**config.mk**
```make
export PLATFORM = sky130hd
export DESIGN_NAME = lzw_ram
export DESIGN_NICKNAME = d
export VERILOG_FILES = /design/src/rtl/core/lzw_ram.sv
export SDC_FILE = /design/constraint.sdc
export NUM_CORES = 2
export LEC_CHECK = 0
export BUFFER_PORTS_ARGS = -buffer_cell sky130_fd_sc_hd__buf_2
export CAP_MARGIN = 25
export CELL_PAD_IN_SITES_DETAIL_PLACEMENT = 1
export CELL_PAD_IN_SITES_GLOBAL_PLACEMENT = 2
export CORE_MARGIN = 2
export CORE_UTILIZATION = 30
export CTS_CLUSTER_SIZE = 28
export DETAILED_ROUTE_END_ITERATION = 6
export MAX_ROUTING_LAYER = met4
export PLACE_DENSITY_LB_ADDON = 0.05
export SKIP_LAST_GASP = 1
export SYNTH_ARGS = -nofsm -noshare
export SYNTH_HDL_FRONTEND = slang
export SYNTH_SLANG_ARGS = --single-unit
```
**constraint.sdc**
```tcl
create_clock -name clk -period 5.35 [get_ports clk]
set_input_delay 1.605 -clock clk [delete_from_list [all_inputs] [get_ports clk]]
set_output_delay 1.605 -clock clk [all_outputs]
set_load 0.02 [all_outputs]
```
**src/rtl/core/lzw_ram.sv**
```systemverilog
// Generic simple dual-port RAM: one write port, one registered read port.
// No package dependency; width and depth come from its parameters.
module lzw_ram #(
    parameter int WIDTH = 8,
    parameter int DEPTH = 256
) (
    input  logic                     clk,
    input  logic                     wr_en,
    input  logic [$clog2(DEPTH)-1:0] wr_addr,
    input  logic [WIDTH-1:0]         wr_data,
    input  logic                     rd_en,
    input  logic [$clog2(DEPTH)-1:0] rd_addr,
    output logic [WIDTH-1:0]         rd_data
);

    logic [WIDTH-1:0] mem [DEPTH];

    // Write and registered read
    always_ff @(posedge clk)
    begin
        if (wr_en)
        begin
            mem[wr_addr] <= wr_data;
        end
        if (rd_en)
        begin
            rd_data <= mem[rd_addr];
        end
    end

endmodule

```
==> flow_summary.yaml <==
outcome:
  outcome: "finished clean"
cts:
  cts-hold-fix-buffers: 0
  cts.sinks: 2056
  cts-buffers-inserted: 226
  htreeDepth: 4
  clk_pin_slew_ps: 60
  clkLatencyLatePin_ps: 870
  cts_tree: "done"
  cts_repair_resize_count: 0
  cts.root.buffer_cell: "clkbuf_16"
  cts.repair_timing.setup_buffer_count: 0
  ctsLongestPathBuffers: 3
floorplan:
  floorplan.die.height_um: 519.2
  die-width_um: 519.2
  core_sq_um: 264600
  placement_rows: 189
  fp.dieArea_sq_um: 269600
  initial_core_utilization_pct: 30.09
  io_pins: 35
sta:
  final.min_clock_period_ps: 4295
  worst_pin_slew_ps: 1098
  fin_crit_sh_pct: 80.28
  clock_skew_ps: 42.56
  finalMaxSlewViolations: 0
  fmaxAchievable_mhz: 232.8
  finalHoldWorstSlack_ps: 1204
  finalSetupViolations: 0
  timing.final.hold_violations: 0
  rsz0062_at_grt: "no"
  timing.slew.headroom_pct: 26.77
worst_setup_path:
  worstPathArrival_ps: 4880
  crit_path_end_kind: "flop"
  worstPathMaxFanout: 27
  critical_path.startpoint_type: "input pin"
  worst-endpoint-required_ps: 5930
  critPathKind: "in2reg"
cells_and_area:
  fillers: 25560
  drive_above_1_share_pct: 27.00
  area_growth_from_synthesis_to_layout_pct: 17.13
  num-nets-final: 4099
  multi_input_area_sq_um: 16560
  instances_no_fill: 7800
  area.sequential_sq_um: 61740
grt:
  grt_pass1_vias: 42580
  groute.usage.overall_pct: 19.09
  initial_antenna_violation_count: 26
  largest_net_degree_at_the_start_of_global_routing: 121
  grt_first_pass_wirelength_um: 351300
  grt_overflow: 0
synthesis:
  synthesis.nets: 3760
  netlist-cell-type-count: 54
  netlist.area_leader.share_pct: 77.53
  synth_area_per_cell_sq_um: 21.33
  post_synth_instance_area_sq_um: 79640
  ys_top_cells_by_count: "edfxtp_1 (2056), mux4_2 (454), nor2_1 (282)"
  synth_top_cell_by_area: "edfxtp_1"
  seq_area_frac_synth_pct: 77.53
  synth_top_cells_by_area: "edfxtp_1 (78%), mux4_2 (13%), mux2i_1 (1.7%)"
  synthArstFlopShare_pct: 0
  synth_enable_flop_cells: 2056
  synth_seq_cells: 2056
  yosys_most_used_dff: "edfxtp_1"
  cell_with_the_most_instances_after_synthesis: "edfxtp_1"
  synthCells: 3733
  synth-warning-count: 0
place:
  post-place-cells: 7363
  gp_congestion: 0.7846
  port-buffer-count: 34
  detailed_place_hpwl_um: 163300
power_and_ir_drop:
  p_per_area_nw_per_um2: 378.4
  clkPwrFrac_pct: 44.4
  share_comb_of_total_power_pct: 5.1
  vdd_ir_drop_max_mv: 0.3210
  leakage_power_nw: 28.81
  netSwitchingFraction_pct: 21.90
  total_switching_power_mw: 7.728
  p_seq_share_pct: 50.4
  internal_power_mw: 27.57
route:
  via_count: 39180
  postRouteWirelength_um: 250400
  antenna_violating_nets_post_route: 0
  drt_drc_violations_left: 0
  dr.first_iter.drc_count: 3316
  routed_via_density: 5.023
  post_drt_wl_per_cell_um: 32.11
  drt_pre_antenna_iters: 6
job:
  drv_cap: 0
worst_hold_path:
  hold_class: "in2reg"
[cells in the final DEF (no fill, tap or decap), types with 32 or more instances in the layout]
cell	instances
mux4_2	454
clkinv_2	41
clkbuf_1	42
clkinv_1	54
mux2i_1	134
edfxtp_1	2056
clkbuf_16	234
a22oi_1	133
buf_4	265
buf_12	36
nand2_1	33
nand3_1	32
nor2_1	279
a21oi_1	96
o221ai_1	46
[power groups by stage]
| stage | clock network [mW] | logic [mW] | registers, mW |
|---|---|---|---|
| 6_report | 15.7 | 1.81 | 17.8 |
| 5_1_grt | 16.6 | 1.94 | 17.8 |
| 3_5_place_dp | 0 | 1.87 | 18.1 |
| 2_1_floorplan | 0 | 0.863 | 18.1 |
| 3_3_place_gp | 0 | 1.83 | 18.1 |
| 4_1_cts | 16.1 | 1.88 | 17.8 |
[state kept, by name, summed over array words and instances (netlist names)]
signal and cells:
rd_data 8, mem 2048
[final timing paths]
kind	startpoint	endpoint	slack, ps	depth (start not counted)
setup reg to reg	mem[67][1]	rd_data[1]	2420	6
hold / removal	wr_data[4]	mem[65][4]	1200	1
hold reg to reg	mem[43][6]	rd_data[6]	1250	6
setup / recovery	rd_addr[0]	rd_data[5]	1060	9
[cells by family (layout without fill, tap and decap cells)]
family | count (synthesis) | after routing | share of synthesized area (%)
DFF | 2056 | 2056 | 77.53
muxes | 591 | 591 | 14.60
and+or+nand+nor | 466 | 466 | 2.625
AOI/OAI and AO/OA | 385 | 385 | 3.416
buffers and inverters | 235 | 761 | 1.829
other | 0 | 8 | 0
[layer usage]
metal  GRT usage (%)  vias up  routed length, um
met5               -        -                  0
met4           4.362        0               5206
met3           2.525      306               9209
met2           31.05      782             124400
met1           25.49    21660             111600
li1                -    16430                  -
[metrics by stage]
step	util, %	total power, mW	setup slack, ps	cell area, sq um	setup TNS [ps]
5_1_grt	35.25	36.37	902.2	93270	0
3_5_place_dp	32.38	20.02	63.21	85690	0
6_report	35.25	35.29	1055	93280	0
2_1_floorplan	-	18.99	1669	79640	0
3_3_place_gp	32.34	19.98	-726.7	85580	-2862
4_1_cts	35.19	35.75	968.9	93110	0
[final cells by class]
cell class | count | share of cell area, %
antenna | 8 | 0.02146
clock buffer | 276 | 6.446
clock inverter | 139 | 1.505
inverter | 2 | 0.008048
multi-input combinational | 1442 | 17.75
sequential | 2056 | 66.19
tap | 3533 | 4.739
timing repair buffer | 344 | 3.340
[critical path, cell delays in order]
cell and delay [ps]:
buf_8 350, buf_12 270, buf_4 440, mux4_2 560
a22oi_1 210, a31oi_1 190, nor4_1 830, buf_4 250
nor4_1 60
Power figures use the tool's default switching activity.
