File: src/rtl/core/lzw_pkg.sv
// Shared types and constants for the LZW compressor core.
// No dependencies; lzw_hash and lzw_compressor_core import this package.
package lzw_pkg;

    // Code space and dictionary geometry (TABLE_DEPTH must be a power of two)
    localparam int CODE_BITS      = 12;
    localparam int TABLE_DEPTH    = 8192;
    localparam int IDX_BITS       = $clog2(TABLE_DEPTH);
    localparam int PROBE_BITS     = IDX_BITS + 1;
    localparam int BYTE_BITS      = 8;
    localparam int KEY_BITS       = CODE_BITS + BYTE_BITS;
    localparam int NFC_BITS       = CODE_BITS + 1;
    localparam int EPOCH_BITS     = 8;

    // Hash multiplier and its width
    localparam int HASH_MULT      = 40503;
    localparam int HASH_MULT_BITS = 16;
    localparam int PROD_BITS      = KEY_BITS + HASH_MULT_BITS;

    // First dynamic code and the end of the code space
    localparam int FIRST_FREE     = 256;
    localparam int CODE_LIMIT     = 1 << CODE_BITS;

    typedef struct packed {
        logic [BYTE_BITS-1:0] data_byte;
        logic                 last_byte;
    } byte_item_t;

    typedef struct packed {
        logic [CODE_BITS-1:0] code;
        logic                 end_of_stream;
    } code_item_t;

    // One dictionary slot; a slot is live when its epoch matches the current one
    typedef struct packed {
        logic [EPOCH_BITS-1:0] epoch;
        logic [KEY_BITS-1:0]   key;
        logic [CODE_BITS-1:0]  code;
    } entry_t;

    localparam int ENTRY_BITS = $bits(entry_t);

    // Request to the hash unit
    typedef struct packed {
        logic                load;
        logic [KEY_BITS-1:0] key;
    } hash_req_t;

endpackage

File: src/rtl/core/lzw_hash.sv
// Registered multiplicative hash of a (prefix, byte) key to a table slot.
// Depends on lzw_pkg.
module lzw_hash
    import lzw_pkg::*;
(
    input  logic                clk,
    input  hash_req_t           req,
    output logic [IDX_BITS-1:0] pos
);

    logic [PROD_BITS-1:0] prod;
    logic [IDX_BITS-1:0]  pos_reg;
    logic [IDX_BITS-1:0]  pos_next;

    // Multiply by the hash constant and keep the low index bits (mod table depth)
    always_comb
    begin
        prod     = PROD_BITS'(req.key) * PROD_BITS'(HASH_MULT);
        pos_next = req.load ? prod[IDX_BITS-1:0] : pos_reg;
    end

    // Hold the start slot for the probe sequence
    always_ff @(posedge clk)
    begin
        pos_reg <= pos_next;
    end

    assign pos = pos_reg;

endmodule

File: config.mk
export PLATFORM = sky130hd
export DESIGN_NAME = lzw_hash
export DESIGN_NICKNAME = d
export VERILOG_FILES = /design/src/rtl/core/lzw_pkg.sv /design/src/rtl/core/lzw_hash.sv
export SDC_FILE = /design/constraint.sdc
export NUM_CORES = 1
export LEC_CHECK = 0
export BUFFER_PORTS_ARGS = -buffer_cell sky130_fd_sc_hd__buf_2
export CAP_MARGIN = 25
export CORE_ASPECT_RATIO = 0.75
export CORE_MARGIN = 2
export CORE_UTILIZATION = 54
export CTS_CLUSTER_SIZE = 16
export DETAILED_ROUTE_END_ITERATION = 6
export PLACE_DENSITY_LB_ADDON = 0.15
export SYNTH_ARGS = -nofsm -noshare
export SYNTH_HDL_FRONTEND = slang
export SYNTH_SLANG_ARGS = --single-unit
File: constraint.sdc
create_clock -name clk -period 4.4 [get_ports clk]
set_input_delay 0.44 -clock clk [delete_from_list [all_inputs] [get_ports clk]]
set_output_delay 0.44 -clock clk [all_outputs]
set_load 0.005 [all_outputs]
==> impl_results.md <==
* Unrepaired setup endpoints after global routing: false
* Run status: finished clean
* Slew of the pin with the lowest slew margin at 0.345 ns
* Total GRT Usage at 18.2%
* Total power per unit cell area at about 570 nW/um2
* Commonest non-fill, non-tap cells in the layout: 53 x inv_1, 41 x ha_1, 27 x buf_2
* Period minus WS final at 4.02 ns
* Layout cells sized above 1 at 15.9%
* WHS at 0.471 ns
* Most common cell after layout, fill and taps aside: inv_1
* Crit Path Class: in2reg
* Rel. slew slack at 76.7%
* Row count at 18
* Post-DP HPWL at 2760 um
* DRT Wirelength at 3000 um
* Post-Synth Simple-Gate Area at roughly 2.5%
* DR WL/cell at 12.4 um
* Cells after DPL at 237
* Seq/Total Area, Yosys at about a fifth
* CTS root buffer: clkbuf_8
* Worst Hold Class: in2reg
* Final Max Tran Viols at 0
* Synth unique cells at 17
* Flop and latch count out of synthesis at 13
* Largest stage delay, worst path at 0.52 ns
* Mux contribution to synthesized area at 0%
* Die Area at 3980 um2
* Ant diodes at 0
* Pre-Repair DR Iteration Count at 4
* First-pass GRT wire length at 5280 um
* H-tree levels at 1
* Xor and xnor area share after synthesis at 9.31%
* Die H at 55.1 um
* YS warnings at 0
* Storage cell area at 390 um2
* Delay-heaviest family, CP: adder cells
* Core Region at 3310 um2
* Nets at a little under 300
* Post-synthesis instance total at 170
* Syn_area_per_cell at 11.1 um2
* Grt ovf at 0
* Initial Utilization at 56.8%
* Setup TNS at 0 ns
* Vias in the first global route at 1212
* # IOs at 35
* Area delta synth->final at 12.3%
* CTS tree: done
* Clk sinks at 13
* Largest family of logic cells by synthesized area: adder cells
* Crit-path max FO at 3
* Max-capacitance violation count at 0
* Max reg flops at 13
* CTS-repair resized insts at 0
* Final Setup Violations at 0
* Hold-fix buffer count after cts at 0
* Antenna viol nets, final at 0
* Startpoint Class: input pin
* Multi-input gate area at 1290 um2
* DIE WIDTH at 72.1 um
* Initial antenna violation count at 0
* Final Non-Filler Cells at roughly 240
* DR iter-0 viols at 47
* Top cells by area, synth: ha_1 27%, fa_1 27%, edfxtp_1 21%
* Mapped Area at 1880 um2
* Leak pwr at 1.11 nW
* Fillers at ~270
* Post-CTS Setup Inserts at 0
* Syn_nets at 258
* Maximum VDD drop at about 0.46 mV
* GP Congestion at 0.843
* Fin crit share at ~91%
* Worst Path Arrival at 4.01 ns
* Post-route DRC at 0
* Fin. Hold Viols at 0
* Area fraction of the dominant cell type after synthesis at 27.3%
* Vias at 1152
* Maximum clock frequency at 249 MHz
* Compound-gate portion of the synthesized area at 2.99%
* Crit. End Element: register
* Critical Path RT at ~4.4 ns
* Cell Chain, Critical Path: buf_2 > ha_1 > fa_1 > inv_1 > fa_1 > inv_1 > ha_1 > inv_1 > fa_1 > inv_1 > ha_1 > a21oi_1 > a2bb2oi_1 > a21oi_1 > xnor2_1
* CTS clk-pin slew, worst paths at about 0.05 ns
* Most used cell, CP: inv_1
* Port bufs at 27
* Area leader, netlist: ha_1
* Largest net degree at the start of global routing at 14
* Vias per cell at 4.78
* CP Buf/Inv Count at 5
* Synth Area in Adders at between 50% and 60%
* Longest Clk Path Bufs at 2
* TritonCTS Buffers at 3
* Slowest stage cell, crit path: fa_1
cell type report:
class	count	share of cell area (%)
sequential	13	18.5
multi-input combinational	104	61.1
timing repair buffer	27	6.40
tap	40	2.37
clock buffer	3	1.95
clock inverter	1	0.237
inverter	53	9.42
metal layers:
metal	track usage (%)	up-vias	wire length (um)
met3	1.63	4	99
met4	7.55	0	42
met2	30.4	21	1390
li1	-	591	-
met5	0	-	0
met1	24.7	536	1460
where the power goes:
| part | internal (W) | leakage (nW) | total [W] | switching (W) |
|---|---|---|---|---|
| registers | 0.000238 | 0.127 | 0.000247 | 0.00000864 |
| clock network | 0.0000625 | 0.0255 | 0.000104 | 0.0000417 |
| logic | 0.000414 | 0.954 | 0.000850 | 0.000436 |
| total | 0.000715 | 1.11 | 0.00120 | 0.000487 |
metrics by stage:
step	util, %	total power (W)	instance area (um2)	setup slack [ns]
2_1_floorplan	-	0.000905	1880	0.511
4_1_cts	63.8	0.00122	2110	0.390
3_5_place_dp	62.4	0.00110	2070	0.149
5_1_grt	63.8	0.00136	2110	0.235
6_report	63.8	0.00120	2110	0.380
3_3_place_gp	62.4	0.00108	2070	0.201
cell usage after synthesis:
cell       instances
nor2_1             1
xor2_1             2
fa_1              25
o21ai_0            1
or2_2              1
or3_1              2
a21o_1             2
nand2_1            3
nor3_1             1
edfxtp_1          13
o211ai_1           1
a2bb2oi_1          1
ha_1              41
inv_1             53
xnor2_1           18
and2b_1            1
a21oi_1            4
worst paths after layout:
| path | startpoint | to | depth (start not counted) |
|---|---|---|---|
| max | req[5] | pos[12] | 15 |
| min | req[0] | pos[0] | 1 |
cells by family after synthesis:
| kind of cell | Yosys count |
|---|---|
| and+or+nand+nor | 9 |
| buffers and inverters | 53 |
| DFF | 13 |
| xor gates and xnor gates | 20 |
| adders and majority gates | 66 |
| AOI/OAI and AO/OA | 9 |
Note: power is estimated with default switching activity, not from simulation.
